==> config.mk <==
export PLATFORM = sky130hd
export DESIGN_NAME = rpws_sqrt
export DESIGN_NICKNAME = d
export VERILOG_FILES = /design/src/rtl/rpws_pkg.sv /design/src/rtl/rpws_sqrt.sv
export SDC_FILE = /design/constraint.sdc
export NUM_CORES = 1
export LEC_CHECK = 0
export BUFFER_PORTS_ARGS = -buffer_cell sky130_fd_sc_hd__buf_2
export CORE_MARGIN = 2
export CORE_UTILIZATION = 35
export DETAILED_ROUTE_END_ITERATION = 12
export GPL_TIMING_DRIVEN = 0
export SYNTH_ARGS = -nofsm -noshare
export SYNTH_HDL_FRONTEND = slang
export SYNTH_SLANG_ARGS = --single-unit
==> constraint.sdc <==
create_clock -name aclk -period 4.03 [get_ports aclk]
set_input_delay 0.2015 -clock aclk [delete_from_list [all_inputs] [get_ports aclk]]
set_output_delay 0.2015 -clock aclk [all_outputs]
set_load 0.02 [all_outputs]
==> src/rtl/rpws_pkg.sv <==
// rpws_pkg: shared types, constants and state encoding of the risk parity weight solver
// no dependencies; used by every file in rtl/
`default_nettype none

package rpws_pkg;

    localparam int MAX_ASSETS_DEF = 16;

    // configuration port
    localparam int CFG_IDX_W  = 3;
    localparam int CFG_DATA_W = 32;

    localparam logic [CFG_IDX_W-1:0] CFG_ASSET_COUNT  = 3'd0;
    localparam logic [CFG_IDX_W-1:0] CFG_ITER_LIMIT   = 3'd1;
    localparam logic [CFG_IDX_W-1:0] CFG_TOLERANCE    = 3'd2;
    localparam logic [CFG_IDX_W-1:0] CFG_WEIGHT_FLOOR = 3'd3;
    localparam logic [CFG_IDX_W-1:0] CFG_STEP_DOWN    = 3'd4;
    localparam logic [CFG_IDX_W-1:0] CFG_STEP_UP      = 3'd5;

    localparam logic [4:0]  ASSET_COUNT_RST  = 5'd16;
    localparam logic [15:0] ITER_LIMIT_RST   = 16'd1000;
    localparam logic [31:0] TOLERANCE_RST    = 32'd10995;
    localparam logic [31:0] WEIGHT_FLOOR_RST = 32'd4294967;
    localparam logic [16:0] STEP_DOWN_RST    = 17'd64881;
    localparam logic [16:0] STEP_UP_RST      = 17'd66191;

    // word actions
    localparam logic ACT_WRITE = 1'b0;
    localparam logic ACT_SOLVE = 1'b1;

    // arithmetic constants
    localparam logic [63:0] CAP_WEIGHT = 64'h0000_0000_FFFF_FFFF;
    localparam logic [63:0] CAP_RISK   = 64'h4000_0000_0000_0000;
    localparam logic [63:0] CAP_NONE   = 64'hFFFF_FFFF_FFFF_FFFF;
    localparam logic [63:0] VOL_MAX    = 64'h0000_FFFF_FFFF_FFFF;
    localparam logic [5:0]  FB_INT     = 6'd0;
    localparam logic [5:0]  FB_WEIGHT  = 6'd32;
    localparam logic [5:0]  FB_RISK    = 6'd40;
    localparam int          SQRT_STEPS = 52;
    localparam int          SQRT_XW    = 104;

    typedef struct packed {
        logic               action;
        logic [3:0]         row;
        logic [3:0]         column;
        logic signed [31:0] cov_value;
    } in_item_t;

    typedef struct packed {
        logic [3:0]  asset_index;
        logic [31:0] weight;
        logic [47:0] volatility;
        logic [15:0] iterations_used;
        logic        tolerance_met;
        logic        last;
    } out_item_t;

    typedef struct packed {
        logic        start;
        logic [63:0] num;
        logic [63:0] den;
        logic [63:0] cap;
        logic [5:0]  frac_bits;
    } div_req_t;

    typedef struct packed {
        logic        done;
        logic [63:0] quo;
    } div_rsp_t;

    typedef struct packed {
        logic               start;
        logic signed [63:0] radicand;
    } sqrt_req_t;

    typedef struct packed {
        logic        done;
        logic [63:0] root;
    } sqrt_rsp_t;

    typedef struct packed {
        logic [31:0] weight;
        logic [63:0] sigma;
        logic [63:0] scratch;
    } vec_entry_t;

    typedef enum logic [4:0] {
        ST_IDLE, ST_W0_START, ST_W0_WAIT, ST_W0_WR, ST_LOOP,
        ST_SIG_RD, ST_SIG_MUL, ST_SIG_ACC,
        ST_VAR_RD, ST_VAR_HI, ST_VAR_LO, ST_VAR_SUM,
        ST_SQ_START, ST_SQ_WAIT, ST_TGT_START, ST_TGT_WAIT,
        ST_RC_RD, ST_RC_START, ST_RC_WAIT,
        ST_STEP_RD, ST_STEP_MUL, ST_STEP_WR,
        ST_NORM_RD, ST_NORM_START, ST_NORM_WAIT,
        ST_OUT_RD, ST_OUT_LD
    } rpws_state_t;

endpackage

`default_nettype wire

==> src/rtl/rpws_sqrt.sv <==
// rpws_sqrt: digit-by-digit square root, floor(sqrt(v * 2^40)), zero for v <= 0, one digit a cycle
// depends on rpws_pkg
`default_nettype none

module rpws_sqrt (
    input  wire logic                aclk,
    input  wire logic                aresetn,
    input  wire rpws_pkg::sqrt_req_t req,
    output rpws_pkg::sqrt_rsp_t      rsp
);

    localparam int XW = rpws_pkg::SQRT_XW;

    logic                 busy_reg;
    logic                 done_reg;
    logic [5:0]           cnt_reg;
    logic [XW-1:0]        x_reg;
    logic [63:0]          rem_reg;
    logic [63:0]          root_reg;

    logic [63:0] rem_s;
    logic [63:0] trial;
    logic        ge;

    assign rem_s = {rem_reg[61:0], x_reg[XW-1:XW-2]};
    assign trial = {root_reg[61:0], 2'b01};
    assign ge    = rem_s >= trial;

    always_ff @(posedge aclk) begin
        if (!aresetn) begin
            busy_reg <= 1'b0;
            done_reg <= 1'b0;
            cnt_reg  <= '0;
        end else begin
            done_reg <= 1'b0;
            if (req.start) begin
                busy_reg <= 1'b1;
                cnt_reg  <= 6'(rpws_pkg::SQRT_STEPS);
            end else if (busy_reg) begin
                cnt_reg <= cnt_reg - 6'd1;
                if (cnt_reg == 6'd1) begin
                    busy_reg <= 1'b0;
                    done_reg <= 1'b1;
                end
            end
        end
    end

    always_ff @(posedge aclk) begin
        if (req.start) begin
            x_reg    <= (req.radicand > 64'sd0) ? {req.radicand, 40'b0} : '0;
            rem_reg  <= '0;
            root_reg <= '0;
        end else if (busy_reg) begin
            x_reg    <= {x_reg[XW-3:0], 2'b00};
            rem_reg  <= ge ? rem_s - trial : rem_s;
            root_reg <= {root_reg[62:0], ge};
        end
    end

    assign rsp.done = done_reg;
    assign rsp.root = root_reg;

endmodule

`default_nettype wire

* Word level (Yosys, flattened, before mapping)
Cells that the tools add are included.
** Word-level totals
- Register bits after elaboration :: 238
- Bits of input ports :: 67
- Word-level logic and storage cells :: 27
** Cells by class
- Add/sub/neg operators :: 2
- $lt $le $gt $ge :: 2
- Equality and inequality tests :: 1
- Muxes and demuxes :: 10
- Bitwise operators :: 2
- Reductions and logical operators :: 3
** Operator list (number)
- 2-to-1 mux 104 bit :: 3
- >= comparator 64 bit :: 1
- > comparator 64 x 1 -> 1 bit, second input constant :: 1
- 2-to-1 mux 62 bit :: 1
- subtractor 62 bit :: 1
- 2-to-1 mux 6 bit :: 2
- equality test 6 x 1 -> 1 bit, second input constant :: 1
- subtractor 6 x 1 -> 6 bit, second input constant :: 1
- 2-to-1 mux 1 bit :: 4
- OR reduction 3 bit :: 1
- inverter 1 bit :: 2
- nonzero test 2 bit :: 1
- OR reduction 2 bit :: 1

* Depth between registers and ports, before layout
- Depth in word-level cells :: 4
- Gate-level depth with buffers :: 15
- Mapped depth without buffers :: 12

* Worst setup path before layout
OpenSTA, ideal clock, no wires.
- Path kind :: register to register
- Start point :: reg root_reg[0]
- End point :: reg rem_reg[56]
- Library setup time :: 70 ps
- Arrival :: 2956 ps
- Data required time :: 3960 ps
- Slack :: 1004 ps
- Stages on the path, launching flop included :: 13
- Buffers on the path :: 0
- Clock period less this slack :: 3026 ps
- Path through :: dfxtp_1 -> inv_1 -> ha_1 -> and2b_1 -> o31ai_2 -> a21oi_1 -> a2111oi_2 -> o21ai_2 -> a41oi_2 -> o21ai_1 -> nand2_1 -> mux2_1 -> a21oi_1
** Between the ends
- Longest elaborated chain between the ends :: 2
** RTL lines
- from (decl) :: RTL line rpws_sqrt.sv:19 : logic [63:0] root_reg;
- from (signal assigned) :: RTL line rpws_sqrt.sv:57 : root_reg <= {root_reg[62:0], ge};
- subtractor 62 bit or >= comparator 64 bit (tied branches) :: RTL line rpws_sqrt.sv:56, rpws_sqrt.sv:27
- 2-to-1 mux 62 bit * :: RTL line rpws_sqrt.sv:56 : rem_reg <= ge ? rem_s - trial : rem_s;
- to (signal assigned) :: RTL line rpws_sqrt.sv:56
- to (decl) :: RTL line rpws_sqrt.sv:18 : logic [63:0] rem_reg;
Every way passes the cells marked *; elsewhere a longest branch is shown, timed or not.
A chain may end at the register's enable or synchronous reset.

* Final worst setup path
- Start point :: reg root_reg[9]
- End point :: reg rem_reg[58]
The elaborated chain is that of the path after synthesis.

==> reports/results.txt <==
Num CTS Buffers = 17
Multi-input gate area = 0.00695 mm^2
Count leader, synth = nor2_1
Vias in the first global route = 10700
Crit-path slowest cell = a311oi_1
Post-route antenna net violation count = 0
Largest family of logic cells by synthesized area = compound AO/OA/AOI/OAI gates
Reg2reg start = root_reg[9]
Worst hold path depth = 3
IO Pins = 132
Synth Register Bits = 198
Root Driver = clkbuf_16
Hold Startpoint = req[19]
Worst EP arrival = 4.05 ns
Min cycle time layout = 3.71 ns
Worst path cell trace = inv_1, ha_1, a211oi_1, o211a_1, o21ai_0, a311oi_1, o21ai_1, o211ai_1, a21oi_1, a311oi_1, a41o_1, a211oi_1
Post-synth net total = 1640
Leakage Power = 6.05 nW
Mux cell area share after synthesis = 0.0822
Place WS = 0.357 ns
Clock transition at the registers of the reported paths = 0.08 ns
Register area = 0.00460 mm^2
Die width = 192 um
Final Non-Filler Cells = 2132
Setup ws final = 0.324 ns
EDFF count, synth = 64
Area Growth Syn to Fin = 14.7%
Final WL = 35800 um
Grt ovf = 0
CTS tree = done
Die Y = 192 um
Setup_tns = 0 ns
Worst path depth = 12
Hold crit path type = input port to register
Synth area leader = dfxtp_1
RSZ-0062 raised after global routing = false
Placed cell count = 2099
Crit-path max cell delay = 0.59 ns
Syn Area/Cell = 8.25 um^2
Area share of the largest cell type after synthesis = 0.216
Synth Area in Compound Gates = 0.214
Max Root-Sink Buffers = 2
Max cap viols = 0
Starting Density = 0.352
Nets = 1791
First-pass GRT wire length = 56500 um
H-tree levels = 4
Layout cells sized above 1 = 0.126
Adder-cell share of the synthesized area = 0.0664
DRT iter0 DRCs = 816
Power Dens Cells = 732 mW/mm^2
Synth area leaders = dfxtp_1, edfxtp_1, mux2i_1, ha_1, nor2_1
Total core area = 0.0353 mm^2
Run status = completed
Hold Crit Endpoint = x_reg[59]
N_diodes = 0
Average wire per standard cell = 16.8 um
Post-synthesis simple-gate area fraction = 0.164
Kind of end point of the critical path = register
CP delay by family, top = compound AO/OA/AOI/OAI gates
Worst vdd ir = 417 uV
FF-to-FF End = rem_reg[58]
Tcrit/Tclk final = 0.920
Vias/cell = 5.27
Clock skew = 0.0127 ns
Pre-Repair DR Iteration Count = 7
Hold Vio Cnt, Final = 0
Bufs and invs on worst path = 1
Gate count of the mapped netlist = 1507
Die area = 0.0371 mm^2
Max-slew violation count = 0
DRC = 0
GPL Wtd Cong = 0.915
Core Rows = 69
R2R cell count = 12
Critical path type = register to register
Register area share after synthesis = 0.370
Setup violations, final = 0
Unique masters post-synth = 73
Ys Warns = 0
Port bufs = 130
Clk sinks = 198
Clock latency on the worst-skew pair = 0.46 ns
Reg2reg setup slack = 0.32 ns
Initial antenna violation count = 0
Main synth FF type = dfxtp_1
Crit-path max FO = 7
Startpoint Class = register
Pin slew with the least headroom to its limit = 1.09 ns
Largest net degree at the start of global routing = 46
Post-Synth XOR/XNOR Area = 0.0324
Asr flop ratio synth = 0
Gr usage total = 0.195
Mapped cell area = 0.0124 mm^2
Relative slew margins = 0.273
Cts repair resizes = 0
Post-DP HPWL = 27400 um
Fill cell count = 3651
CP required = 4.37 ns
Via Count = 11200
Most frequent cells after synthesis = nor2_1, inv_1, nand2_1
Fmax = 270 MHz
Hold slack = 0.0283 ns
-- how the worst max path moves through the flow --
stage,from,end,slack (ns)
after CTS,root_reg[9],rem_reg[58],0.33
after floorplan,root_reg[0],rem_reg[56],1.00
after detailed placement,root_reg[9],rem_reg[58],0.36
after global routing,root_reg[9],rem_reg[58],0.07
final,root_reg[9],rem_reg[58],0.32
after global placement,busy_reg,x_reg[46],0.05
-- cells in the final DEF (no fill, tap or decap), types with 9 or more instances in the layout --
master | synthesis | layout
mux2i_1 | 92 | 92
nand4_1 | 19 | 19
buf_2 | 16 | 146
ha_1 | 66 | 66
a31oi_1 | 15 | 15
nand3_1 | 14 | 14
nor2b_1 | 9 | 9
nand2b_1 | 9 | 9
and2_1 | 9 | 9
o21bai_1 | 12 | 12
xnor2_1 | 25 | 25
a21o_1 | 30 | 30
buf_1 | 14 | 14
o21ai_0 | 111 | 111
and3_1 | 13 | 13
dfxtp_1 | 134 | 134
nor4_1 | 20 | 20
clkbuf_16 | 0 | 18
edfxtp_1 | 64 | 64
o211ai_1 | 11 | 11
a21oi_1 | 109 | 109
nand2_1 | 139 | 139
clkbuf_1 | 48 | 49
inv_1 | 141 | 140
nor2_1 | 188 | 188
a211oi_1 | 54 | 54
o21a_1 | 10 | 10
xor2_1 | 21 | 21
nor3_1 | 12 | 12
-- what timing repair did --
action,CTS,global route
hold endpoints to repair,2,0
buffers inserted,0,0
endpoints found under the setup margin,0,0
hold buffers,1,0
-- metrics by stage --
step / total power (W) / area (um^2) / util
2_1_floorplan: 0.00714 / 12400 / -
3_3_place_gp: 0.00861 / 13700 / 0.387
3_5_place_dp: 0.00864 / 13700 / 0.388
4_1_cts: 0.0104 / 14300 / 0.404
5_1_grt: 0.0112 / 14300 / 0.404
6_report: 0.0104 / 14300 / 0.404
-- power by group --
part           switching (W)  internal [W]  total [W]
Combinational        0.00376       0.00244    0.00620
Sequential          0.000186       0.00232    0.00251
Clock               0.000873      0.000847    0.00172
-- layer usage --
metal  global-route usage  routed length (um)  up-vias
met4               0.0690                 914        0
met2                0.314               16000      322
li1                     -                   -     5610
met3               0.0362                1980       61
met5                    0                   0        -
met1                0.261               16900     5253
-- logic make-up after synthesis --
group | Yosys count
xor+xnor | 46
flops | 198
buf+inv | 224
mux | 101
simple gates | 455
fa+ha+maj | 66
compound gates | 417
-- tightest hold or removal path: cells and delay by family --
| kind | cells | cell delay, ns |
|---|---|---|
| simple gates | 1 | 0.04 |
| compound gates | 1 | 0.06 |
| buf+inv | 1 | 0.09 |
-- cell type report --
class                   instances  area share
clock inverters                13     0.00790
clock buffers                  19      0.0319
inverters                     141      0.0371
repair buffers                132      0.0477
plain buffers                  83      0.0246
flip-flops and latches        198       0.323
multi-input cells            1085       0.487
well taps                     461      0.0404
No activity file was read; power rests on OpenSTA's default activity.
