--- src/rtl/rpws_pkg.sv ---
// rpws_pkg: shared types, constants and state encoding of the risk parity weight solver
// no dependencies; used by every file in rtl/
`default_nettype none

package rpws_pkg;

    localparam int MAX_ASSETS_DEF = 16;

    // configuration port
    localparam int CFG_IDX_W  = 3;
    localparam int CFG_DATA_W = 32;

    localparam logic [CFG_IDX_W-1:0] CFG_ASSET_COUNT  = 3'd0;
    localparam logic [CFG_IDX_W-1:0] CFG_ITER_LIMIT   = 3'd1;
    localparam logic [CFG_IDX_W-1:0] CFG_TOLERANCE    = 3'd2;
    localparam logic [CFG_IDX_W-1:0] CFG_WEIGHT_FLOOR = 3'd3;
    localparam logic [CFG_IDX_W-1:0] CFG_STEP_DOWN    = 3'd4;
    localparam logic [CFG_IDX_W-1:0] CFG_STEP_UP      = 3'd5;

    localparam logic [4:0]  ASSET_COUNT_RST  = 5'd16;
    localparam logic [15:0] ITER_LIMIT_RST   = 16'd1000;
    localparam logic [31:0] TOLERANCE_RST    = 32'd10995;
    localparam logic [31:0] WEIGHT_FLOOR_RST = 32'd4294967;
    localparam logic [16:0] STEP_DOWN_RST    = 17'd64881;
    localparam logic [16:0] STEP_UP_RST      = 17'd66191;

    // word actions
    localparam logic ACT_WRITE = 1'b0;
    localparam logic ACT_SOLVE = 1'b1;

    // arithmetic constants
    localparam logic [63:0] CAP_WEIGHT = 64'h0000_0000_FFFF_FFFF;
    localparam logic [63:0] CAP_RISK   = 64'h4000_0000_0000_0000;
    localparam logic [63:0] CAP_NONE   = 64'hFFFF_FFFF_FFFF_FFFF;
    localparam logic [63:0] VOL_MAX    = 64'h0000_FFFF_FFFF_FFFF;
    localparam logic [5:0]  FB_INT     = 6'd0;
    localparam logic [5:0]  FB_WEIGHT  = 6'd32;
    localparam logic [5:0]  FB_RISK    = 6'd40;
    localparam int          SQRT_STEPS = 52;
    localparam int          SQRT_XW    = 104;

    typedef struct packed {
        logic               action;
        logic [3:0]         row;
        logic [3:0]         column;
        logic signed [31:0] cov_value;
    } in_item_t;

    typedef struct packed {
        logic [3:0]  asset_index;
        logic [31:0] weight;
        logic [47:0] volatility;
        logic [15:0] iterations_used;
        logic        tolerance_met;
        logic        last;
    } out_item_t;

    typedef struct packed {
        logic        start;
        logic [63:0] num;
        logic [63:0] den;
        logic [63:0] cap;
        logic [5:0]  frac_bits;
    } div_req_t;

    typedef struct packed {
        logic        done;
        logic [63:0] quo;
    } div_rsp_t;

    typedef struct packed {
        logic               start;
        logic signed [63:0] radicand;
    } sqrt_req_t;

    typedef struct packed {
        logic        done;
        logic [63:0] root;
    } sqrt_rsp_t;

    typedef struct packed {
        logic [31:0] weight;
        logic [63:0] sigma;
        logic [63:0] scratch;
    } vec_entry_t;

    typedef enum logic [4:0] {
        ST_IDLE, ST_W0_START, ST_W0_WAIT, ST_W0_WR, ST_LOOP,
        ST_SIG_RD, ST_SIG_MUL, ST_SIG_ACC,
        ST_VAR_RD, ST_VAR_HI, ST_VAR_LO, ST_VAR_SUM,
        ST_SQ_START, ST_SQ_WAIT, ST_TGT_START, ST_TGT_WAIT,
        ST_RC_RD, ST_RC_START, ST_RC_WAIT,
        ST_STEP_RD, ST_STEP_MUL, ST_STEP_WR,
        ST_NORM_RD, ST_NORM_START, ST_NORM_WAIT,
        ST_OUT_RD, ST_OUT_LD
    } rpws_state_t;

endpackage

`default_nettype wire

--- src/rtl/rpws_div.sv ---
// rpws_div: restoring divider, floor(num * 2^frac_bits / den) saturated at cap, one bit a cycle
// depends on rpws_pkg
`default_nettype none

module rpws_div (
    input  wire logic               aclk,
    input  wire logic               aresetn,
    input  wire rpws_pkg::div_req_t req,
    output rpws_pkg::div_rsp_t      rsp
);

    logic        busy_reg;
    logic        done_reg;
    logic [6:0]  cnt_reg;
    logic [63:0] num_reg;
    logic [63:0] den_reg;
    logic [63:0] cap_reg;
    logic [63:0] rem_reg;
    logic [63:0] q_reg;
    logic        ovf_reg;
    logic [63:0] quo_reg;

    logic [64:0] rem_s;
    logic        ge;
    logic [64:0] rem_n;
    logic [63:0] q_n;
    logic        ovf_n;

    assign rem_s = {rem_reg, num_reg[63]};
    assign ge    = rem_s >= {1'b0, den_reg};
    assign rem_n = ge ? rem_s - {1'b0, den_reg} : rem_s;
    assign q_n   = {q_reg[62:0], ge};
    assign ovf_n = ovf_reg | q_reg[63];

    always_ff @(posedge aclk) begin
        if (!aresetn) begin
            busy_reg <= 1'b0;
            done_reg <= 1'b0;
            cnt_reg  <= '0;
        end else begin
            done_reg <= 1'b0;
            if (req.start) begin
                busy_reg <= 1'b1;
                cnt_reg  <= 7'd64 + 7'(req.frac_bits);
            end else if (busy_reg) begin
                cnt_reg <= cnt_reg - 7'd1;
                if (cnt_reg == 7'd1) begin
                    busy_reg <= 1'b0;
                    done_reg <= 1'b1;
                end
            end
        end
    end

    always_ff @(posedge aclk) begin
        if (req.start) begin
            num_reg <= req.num;
            den_reg <= req.den;
            cap_reg <= req.cap;
            rem_reg <= '0;
            q_reg   <= '0;
            ovf_reg <= 1'b0;
        end else if (busy_reg) begin
            num_reg <= {num_reg[62:0], 1'b0};
            rem_reg <= rem_n[63:0];
            q_reg   <= q_n;
            ovf_reg <= ovf_n;
            if (cnt_reg == 7'd1) begin
                quo_reg <= (ovf_n || q_n > cap_reg) ? cap_reg : q_n;
            end
        end
    end

    assign rsp.done = done_reg;
    assign rsp.quo  = quo_reg;

endmodule

`default_nettype wire

--- config.mk ---
export PLATFORM = sky130hd
export DESIGN_NAME = rpws_div
export DESIGN_NICKNAME = d
export VERILOG_FILES = /design/src/rtl/rpws_pkg.sv /design/src/rtl/rpws_div.sv
export SDC_FILE = /design/constraint.sdc
export NUM_CORES = 1
export LEC_CHECK = 0
export BUFFER_PORTS_ARGS = -buffer_cell sky130_fd_sc_hd__buf_2
export CORE_ASPECT_RATIO = 0.8
export CORE_UTILIZATION = 45
export DETAILED_ROUTE_END_ITERATION = 10
export PLACE_DENSITY = 0.69
export REMOVE_ABC_BUFFERS = 1
export SLEW_MARGIN = 5
export SYNTH_ARGS = -nofsm -noshare
export SYNTH_HDL_FRONTEND = slang
export SYNTH_SLANG_ARGS = --single-unit
--- constraint.sdc ---
create_clock -name aclk -period 4.6 [get_ports aclk]
set_input_delay 0.23 -clock aclk [delete_from_list [all_inputs] [get_ports aclk]]
set_output_delay 0.23 -clock aclk [all_outputs]
set_load 0.01 [all_outputs]
# Word level (Yosys, flattened, before mapping)

Cells that the tools add are included.

Bits in registers: 394
Input bits: 201
Logic and storage cells: 34
Output and inout bits: 65

Bitwise logic cells: 4
Equality and inequality tests: 1
Mux-type cells: 10
$add $sub $neg: 3
Order comparisons: 2
Reductions and logical operators: 4

Operator list:

| kind                                                                  | count |
|---|---|
| 64-bit 2-to-1 mux                                                     | 4 |
| 65-bit by 64-bit greater-or-equal comparator with 1-bit output        | 1 |
| 64-bit greater-than comparator                                        | 1 |
| 64-bit subtractor                                                     | 1 |
| 7-bit 2-to-1 mux                                                      | 2 |
| 7-bit by 6-bit adder with 7-bit output, first input constant          | 1 |
| 7-bit by 1-bit equality test with 1-bit output, second input constant | 1 |
| 7-bit by 1-bit subtractor with 7-bit output, second input constant    | 1 |
| 1-bit 2-to-1 mux                                                      | 4 |
| 1-bit inverter                                                        | 3 |
| 3-bit AND reduction                                                   | 1 |
| 3-bit OR reduction                                                    | 1 |
| 2-bit nonzero test                                                    | 1 |
| 1-bit logical OR                                                      | 1 |
| 1-bit bitwise OR                                                      | 1 |

# Logic depth before layout (Yosys ltp)

Gate-level depths: netlist of the first run.

Depth in word-level cells: 4
Depth in mapped cells: 27
Depth with buffers taken out: 21

# Worst setup path after synthesis of the first run

No wires, ideal clock.

Path kind: register -> register
Start: register den_reg[14]
End: register quo_reg[1], data pin
Data arrival time: 4,226 ps
Period minus slack after synthesis: 4,492 ps
Buffers on the path: 5
Cell stages (with the launch flop): 24
Setup time: 266 ps
Setup slack: 108 ps
Required time: 4,334 ps
Path through: edfxtp_1 inv_1 ha_1 a21oi_1 o21ai_2 o2111a_1 o21a_1 o31ai_2 a21bo_2 o311ai_4 inv_2 buf_6 buf_2 ha_1 and4_1 nand4_1 nor3_1 nor2b_1 o2bb2ai_1 a21oi_1 buf_2 buf_2 clkbuf_1 o21ai_0

Cells in the longest elaborated chain, start to end: 4

Ends and longest elaborated chain:

| what                                                           | line           | source |
|---|---|---|
| start, declared                                                | rpws_div.sv:16 | `logic [63:0] den_reg;` |
| start signal, assigned                                         | rpws_div.sv:58 | `den_reg <= req.den;` |
| 65-bit by 64-bit greater-or-equal comparator with 1-bit output | rpws_div.sv:30 | `assign ge = rem_s >= {1'b0, den_reg};` |
| 64-bit greater-than comparator                                 | rpws_div.sv:69 | `quo_reg <= (ovf_n \|\| q_n > cap_reg) ? cap_reg : q_n;` |
| 1-bit logical OR                                               | rpws_div.sv:69 |  |
| 64-bit 2-to-1 mux                                              | rpws_div.sv:69 |  |
| end signal, assigned                                           | rpws_div.sv:69 |  |
| end, declared                                                  | rpws_div.sv:21 | `logic [63:0] quo_reg;` |

Every way passes these cells.
A chain may end at the register's enable or synchronous reset.

# Worst setup path after layout of the first run

Start: register den_reg[9]
End: register quo_reg[40], data pin

The elaborated chain is that of the path after synthesis.

==> summary.txt, run 1 <==
Synth
  – Syn avg cell area: 10.4 um2
  – Warnings, synthesis: 0
  – Synth Register Bits: 394
  – Number of synthesized flops with an enable pin: 256
  – Main synth FF type: edfxtp_1
  – Synth unique cells: 67
  – Mapped cell area: 20400 um2
  – Cell count after synthesis: 1963
  – Seq/Total Area, Yosys: 51.2%
  – Async S/R FF share, synth: 0%

Critical path
  – Crit path launch type: flop
  – Crit-path max FO: 32
  – R2r startpoint: den_reg[9]$_DFFE_PP_
  – Worst setup path end: quo_reg[40]$_DFFE_PP_
  – CP required: 4.89 ns
  – Worst Path Arrival: 4.68 ns
  – R2R depth: 19
  – Critical path class: reg -> reg
  – Worst r2r dst: quo_reg[40]$_DFFE_PP_
  – Crit. Startpoint: den_reg[9]$_DFFE_PP_
  – R2R setup slack: 0.22 ns
  – CP endpoint kind: flop

Finish
  – Area Growth Syn to Fin: 26.1%
  – Core Util, Final: 57.7%
  – Finished Layout Cells: 3036
  – Layout fillers: 3777
  – Layout cells sized above 1: 18.2%
  – Fin nets: 2730

Placement
  – Dpl hpwl: 33800 um
  – IO Port Bufs: 265
  – DP Cell Count: 2749
  – Gp weighted congestion: 0.906

Clock network
  – Htree depth: 2
  – Worst skew pair latency: 0.58 ns
  – CTS tree: built
  – Clock sinks: 394
  – Clk pin slew, worst setup/hold paths: 0.06 ns
  – Root Driver: clkbuf_16
  – Inserted Clock Buffers: 43
  – Maximum root-to-sink buffer count: 3

Floorplan
  – DIE AREA: 46200 um2
  – Row cnt: 69
  – Die height: 192 um
  – Die width: 240 um
  – Initial core utilization: 45.8%
  – IO Pins: 266
  – Core box area: 44500 um2

Timing
  – Final Hold Vio Count: 0
  – Max Freq: 0.228 GHz
  – Fin crit share: 95.3%
  – Max-slew headroom: 23.2%
  – Setup TNS: 0 ns
  – Max Slew Vio Count: 0
  – Worst-margin pin slew: 1.15 ns
  – Setup violations, final: 0
  – Clock skew: 0.0427 ns
  – Tmin final: 4.38 ns

Global routing
  – Total track usage: 22.5%
  – First-pass GRT wire length: 82800 um
  – Pin count of the biggest net entering global routing: 160
  – Number of global-route vias before repair: 16000
  – Total grt overflow: 0
  – Initial antenna violation count: 4

Route
  – Wirelength per Cell: 17.4 um
  – Routed vias: 16500
  – Via density per instance: 5.42
  – Drt drc: 0
  – Post-Route WL: 53000 um
  – Iter 0 DRT Violations: 1075
  – DR pass1 iterations: 5
  – ANT nets after route: 0

Worst hold path
  – Hold Startpoint: req[195]
  – HP Class: in -> reg

Run
  – Max Cap Viol: 0

Status
  – Status: finished clean

Power
  – Tot Pwr: 9100 uW
  – Max VDD drop: 0.000373 V
  – PwrDens: 354 nW/um2
  – Static Leak: 0.0110 uW
synth_stat cells (5+ instances only):
cell type	n	area, um2
mux2i_1	69	691
nand3_1	21	105
o21a_1	12	90.1
nand4_1	37	231
xnor2_1	38	333
o211ai_1	15	113
a21o_1	61	458
mux2_2	68	766
clkbuf_1	64	240
o21ai_1	7	35.0
buf_4	6	45.0
edfxtp_1	256	7690
ha_1	130	1630
inv_1	146	548
nor4_1	7	43.8
o21ai_0	118	591
nand2_1	219	822
nor3b_1	7	52.6
buf_1	7	26.3
xor2_1	18	158
nor2_1	172	646
a31oi_1	5	31.3
o21bai_1	19	143
nor2b_1	13	81.3
and2_1	13	81.3
a21oi_1	107	536
a211oi_1	19	143
dfxtp_1	138	2760
nor3_1	17	85.1
a311oi_1	44	385
and3_1	7	43.8
a221oi_1	5	43.8
buf_2	23	115
nand2b_1	15	93.8
critical path, cell delays in order, from the launching register on:
cell and delay [ns]:
edfxtp_1 0.33, inv_1 0.04, ha_1 0.38, and3_1 0.37
nand4_1 0.18, o21ai_2 0.31, o31ai_4 0.12, a21bo_4 0.25
o311ai_4 0.35, inv_2 0.07, ha_1 0.27, and4_1 0.19
nand4_1 0.12, nor3_2 0.21, nor2b_1 0.08, o2bb2ai_1 0.16
a21oi_4 0.20, buf_12 0.14, buf_12 0.17, o21ai_0 0.13
what timing repair did:
| item | 4_1_cts | 5_1_grt |
|---|---|---|
| buffers inserted | 0 | 3 |
| resized for setup | 0 | 7 |
| hold buffers | 202 | 0 |
| endpoints found under the setup margin | 0 | 64 |
| hold endpoints to repair | 199 | 0 |
power breakdown:
group | switching, uW | total (uW) | internal [uW] | leakage (uW)
clock network | 1440 | 3290 | 1850 | 0.000638
logic | 951 | 1680 | 731 | 0.00672
registers | 115 | 4120 | 4010 | 0.00362
final cells by class:
cell class	count	area (um2)	share of cell area, %
Multi-Input combinational cell	1321	9020	35.1
Inverter	147	552	2.14
Clock buffer	56	1120	4.37
Timing Repair Buffer	491	3640	14.1
Tap cell	603	754	2.93
Clock inverter	22	181	0.705
Sequential cell	394	10500	40.6
Antenna cell	2	5.00	0.0195
worst min path at each step:
stage,to,cells past startpoint,slack (ns)
2_1_floorplan,rem_reg[1]$_SDFFE_PP0P_,1,0.30
3_3_place_gp,cap_reg[37]$_DFFE_PP_,1,0.41
3_5_place_dp,den_reg[60]$_DFFE_PP_,1,0.41
4_1_cts,num_reg[61]$_DFFE_PP_,2,0.002
5_1_grt,num_reg[61]$_DFFE_PP_,2,0.01
6_report,num_reg[61]$_DFFE_PP_,2,0.04
layout by cell type (no fill, tap or decap), drive strengths merged, types with 4 or more instances in the layout:
| master | Yosys | routed |
|---|---|---|
| a221oi | 6 | 6 |
| nand2b | 15 | 15 |
| a211oi | 19 | 19 |
| a2111oi | 4 | 4 |
| dlygate4sd3 | 0 | 202 |
| clkinv | 0 | 15 |
| xor2 | 18 | 18 |
| a21oi | 107 | 107 |
| o21ai | 127 | 127 |
| o211ai | 15 | 15 |
| a311oi | 44 | 44 |
| nand3 | 21 | 21 |
| and3 | 7 | 7 |
| nor3 | 18 | 18 |
| nor4 | 7 | 7 |
| edfxtp | 256 | 256 |
| nand2 | 219 | 219 |
| mux2i | 69 | 69 |
| nand4b | 4 | 4 |
| ha | 130 | 130 |
| xnor2 | 38 | 38 |
| a31oi | 5 | 5 |
| nor2b | 13 | 13 |
| nor2 | 172 | 172 |
| o31ai | 5 | 5 |
| dfxtp | 138 | 138 |
| and2 | 13 | 13 |
| o21a | 12 | 12 |
| o21bai | 19 | 19 |
| or2 | 5 | 5 |
| inv | 147 | 149 |
| nor3b | 7 | 7 |
| clkbuf | 64 | 58 |
| nand4 | 37 | 37 |
| buf | 37 | 287 |
| a21o | 61 | 61 |
| mux2 | 68 | 68 |
layer usage:
metal	part of all wire, %	wire (um)	global-route usage [%]	vias up
met5	0.042	22	0	-
met4	3.2	1700	8.28	4
met3	5.6	2960	4.06	117
met2	47	24800	36.2	532
met1	44	23500	30.2	7870
li1	-	-	-	7931
cells by family (layout without fill, tap and decap cells):
| kind of cell | count (synthesis) | in the layout | synth area share, % |
|---|---|---|---|
| simple gates | 548 | 548 | 12.0 |
| mux | 137 | 137 | 7.14 |
| buf+inv | 248 | 716 | 4.85 |
| other cells | 0 | 2 | 0 |
| xor+xnor | 56 | 56 | 2.40 |
| compound gates | 449 | 449 | 14.3 |
| fa+ha+maj | 131 | 131 | 8.07 |
| flops | 394 | 394 | 51.2 |
stage by stage:
stage                     setup slack, ns  instance area, um2  hold WS (ns)
after detailed placement            0.204               22300         0.408
after global placement              0.306               22300         0.407
final                               0.217               25700        0.0435
after global routing              -0.0196               25700        0.0109
after CTS                           0.119               25600       0.00183
after floorplan                     -4.98               20000         0.299
No activity file was read; power rests on OpenSTA's default activity.
==> inputs of run 2 (changes only) <==
- CORE_UTILIZATION: 45 -> 53
- HOLD_SLACK_MARGIN: not set -> 0.06
- PLACE_DENSITY: 0.69 -> 0.79
- clock period: 4.6 -> 4 ns (I/O delays scaled with it)
==> summary.txt, run 2 (synthesis results as in run 1) <==
Route
  – Drt drc: 0 (unchanged)
  – Via density per instance: 5.85 (+7.9%)
  – ANT nets after route: 0 (unchanged)
  – Wire length on met3: 4390 um (+48%)
  – Met1 wire length: 24400 um (+4.1%)
  – Routed vias: 17900 (+8.9%)
  – Post-Route WL: 62200 um (+17%)
  – Iter 0 DRT Violations: 1669 (+55%)
  – Metal2 WL: 30300 um (+22%)
  – Wirelength per Cell: 20.3 um (+16%)
  – DR pass1 iterations: 8 (+3)
  – Highest metal used: met5

Floorplan
  – Core box area: 37500 um2 (-16%)
  – Die height: 177 um (-7.8%)
  – Initial core utilization: 54.4% (+8.6 points)
  – Row cnt: 63 (-8.7%)
  – Die width: 221 um (-7.8%)
  – IO Pins: 266 (unchanged)
  – DIE AREA: 39300 um2 (-15%)

Critical path
  – Worst Path Arrival: 4.45 ns (-0.23 ns)
  – R2R setup slack: -0.18 ns (-0.40 ns)
  – Worst r2r dst: quo_reg[28]$_DFFE_PP_
  – Critical path class: reg -> reg
  – R2r startpoint: den_reg[1]$_DFFE_PP_
  – Crit path launch type: flop
  – R2R depth: 22 (+3)
  – Worst setup path end: quo_reg[28]$_DFFE_PP_
  – Crit. Startpoint: den_reg[1]$_DFFE_PP_
  – CP endpoint kind: flop
  – Crit-path max FO: 34 (+6.3%)
  – CP required: 4.28 ns (-0.61 ns)

Worst hold path
  – HP Class: in -> reg

Global routing
  – First-pass GRT wire length: 95800 um (+16%)
  – Total grt overflow: 0 (unchanged)
  – Initial antenna violation count: 11 (+7)
  – Total track usage: 30.8% (+8.3 points)
  – Pin count of the biggest net entering global routing: 137 (-14%)
  – Number of global-route vias before repair: 18200 (+14%)

Placement
  – IO Port Bufs: 265 (unchanged)
  – Place WS: -0.447 ns (-0.651 ns)
  – Dpl hpwl: 35000 um (+3.4%)
  – Gp weighted congestion: 0.932 (+2.9%)
  – DP Cell Count: 2761 (+0.44%)

Power
  – PwrDens: 398 nW/um2 (+12%)
  – Tot Pwr: 10800 uW (+19%)
  – Static Leak: 0.0117 uW (+6.6%)
  – Max VDD drop: 0.000403 V (+8.0%)

Clock network
  – Worst skew pair latency: 0.56 ns (-0.02 ns)
  – Clk pin slew, worst setup/hold paths: 0.06 ns (about the same)
  – Root Driver: clkbuf_16
  – Htree depth: 2 (unchanged)
  – CTS tree: built
  – Clock sinks: 394 (unchanged)
  – Maximum root-to-sink buffer count: 3 (unchanged)
  – Inserted Clock Buffers: 40 (-7.0%)

Timing
  – Fin crit share: 104% (+9.2 points)
  – Setup violations, final: 64 (+64)
  – Tmin final: 4.18 ns (-0.204 ns)
  – Setup TNS: -6.64 ns (-6.64 ns)
  – Final Hold Vio Count: 0 (unchanged)
  – Setup ws final: -0.178 ns (-0.396 ns)
  – Clock skew: 0.0259 ns (-0.0168 ns)
  – Max Freq: 0.239 GHz (+4.9%)
  – Worst-margin pin slew: 1.16 ns (+0.00409 ns)
  – RSZ-0062 raised after global routing: yes
  – Max-slew headroom: 22.9% (-0.27 points)
  – Final hold slack: 0.187 ns (+0.143 ns)
  – Max Slew Vio Count: 0 (unchanged)

Finish
  – Fin nets: 2868 (+5.1%)
  – Most common cell after layout, fill and taps aside: buf_2
  – Area Growth Syn to Fin: 32.9%
  – Most frequent cells in the layout: buf_2 (264), edfxtp_1 (256), nand2_1 (212)
  – Layout cells sized above 1: 24.4% (+6.2 points)
  – Finished Layout Cells: 3063 (+0.89%)

Run
  – Max Cap Viol: 0 (unchanged)

Status
  – Failing checks: setup timing
  – Status: finished, violations left
-- run 2: worst min-delay path by stage --
stage / start / endpoint / slack (ns) / cells past startpoint
final: req[198] / cnt_reg[6]$_SDFFE_PN0P_ / 0.19 / 2
after global routing: req[198] / cnt_reg[6]$_SDFFE_PN0P_ / 0.17 / 2
after CTS: req[198] / cnt_reg[6]$_SDFFE_PN0P_ / 0.14 / 2
after detailed placement: req[110] / den_reg[40]$_DFFE_PP_ / 0.38 / 1
after global placement: req[49] / cap_reg[43]$_DFFE_PP_ / 0.38 / 1
after floorplan: req[198] / rem_reg[1]$_SDFFE_PP0P_ / 0.27 / 1
-- run 2: critical path, cell delays in order, from the launching register on --
cell and delay [ns]:
edfxtp_1 0.40, inv_2 0.09, ha_4 0.20, nor2b_4 0.13, o2111a_1 0.26, o21ai_2 0.21
o21ai_2 0.12, o31ai_4 0.27, a21bo_2 0.23, o311ai_4 0.14, inv_2 0.11, ha_4 0.13
nor2b_2 0.04, o21a_1 0.17, o21a_1 0.17, o21ai_2 0.14, a21oi_1 0.10, o21ai_1 0.14
nand4_1 0.16, a21oi_4 0.18, buf_12 0.14, buf_12 0.20, o21ai_0 0.17
-- run 2: final cells by class --
type                            count  area, um2
Clock buffer                       62       1130
Multi-Input combinational cell   1321       9410
Tap cell                          487        609
Timing Repair Buffer              632       4820
Antenna cell                        8       20.0
Inverter                          147        552
Clock inverter                     12        116
Fill cell                        2445      10400
Sequential cell                   394      10500
-- run 2: repair_timing --
action,4_1_cts,5_1_grt
gates resized for setup,92,27
setup endpoints to repair,64,65
hold endpoints to repair,201,0
pin swaps,20,15
gates cloned,5,1
hold buffers,202,0
buffers inserted,8,4
-- run 2: metrics by stage --
step / instance area (um2) / util (%)
2_1_floorplan: 20000 / -
3_3_place_gp: 23100 / 61.6
3_5_place_dp: 23100 / 61.6
4_1_cts: 27000 / 71.8
5_1_grt: 27100 / 72.3
6_report: 27100 / 72.3
-- run 2: metal layers --
layer  GRT usage (%)  up-vias
met2            52.9      895
met5               0        -
met3            5.41      254
met1            37.8     8528
met4            14.9        8
li1                -     8229
-- run 2: power by group --
part / internal [uW] / leakage, uW / switching, uW / total (uW)
combinational: 1110 / 0.00748 / 1250 / 2360
sequential: 4610 / 0.00362 / 133 / 4740
clock: 2040 / 0.000598 / 1650 / 3680
total: 7750 / 0.0117 / 3030 / 10800
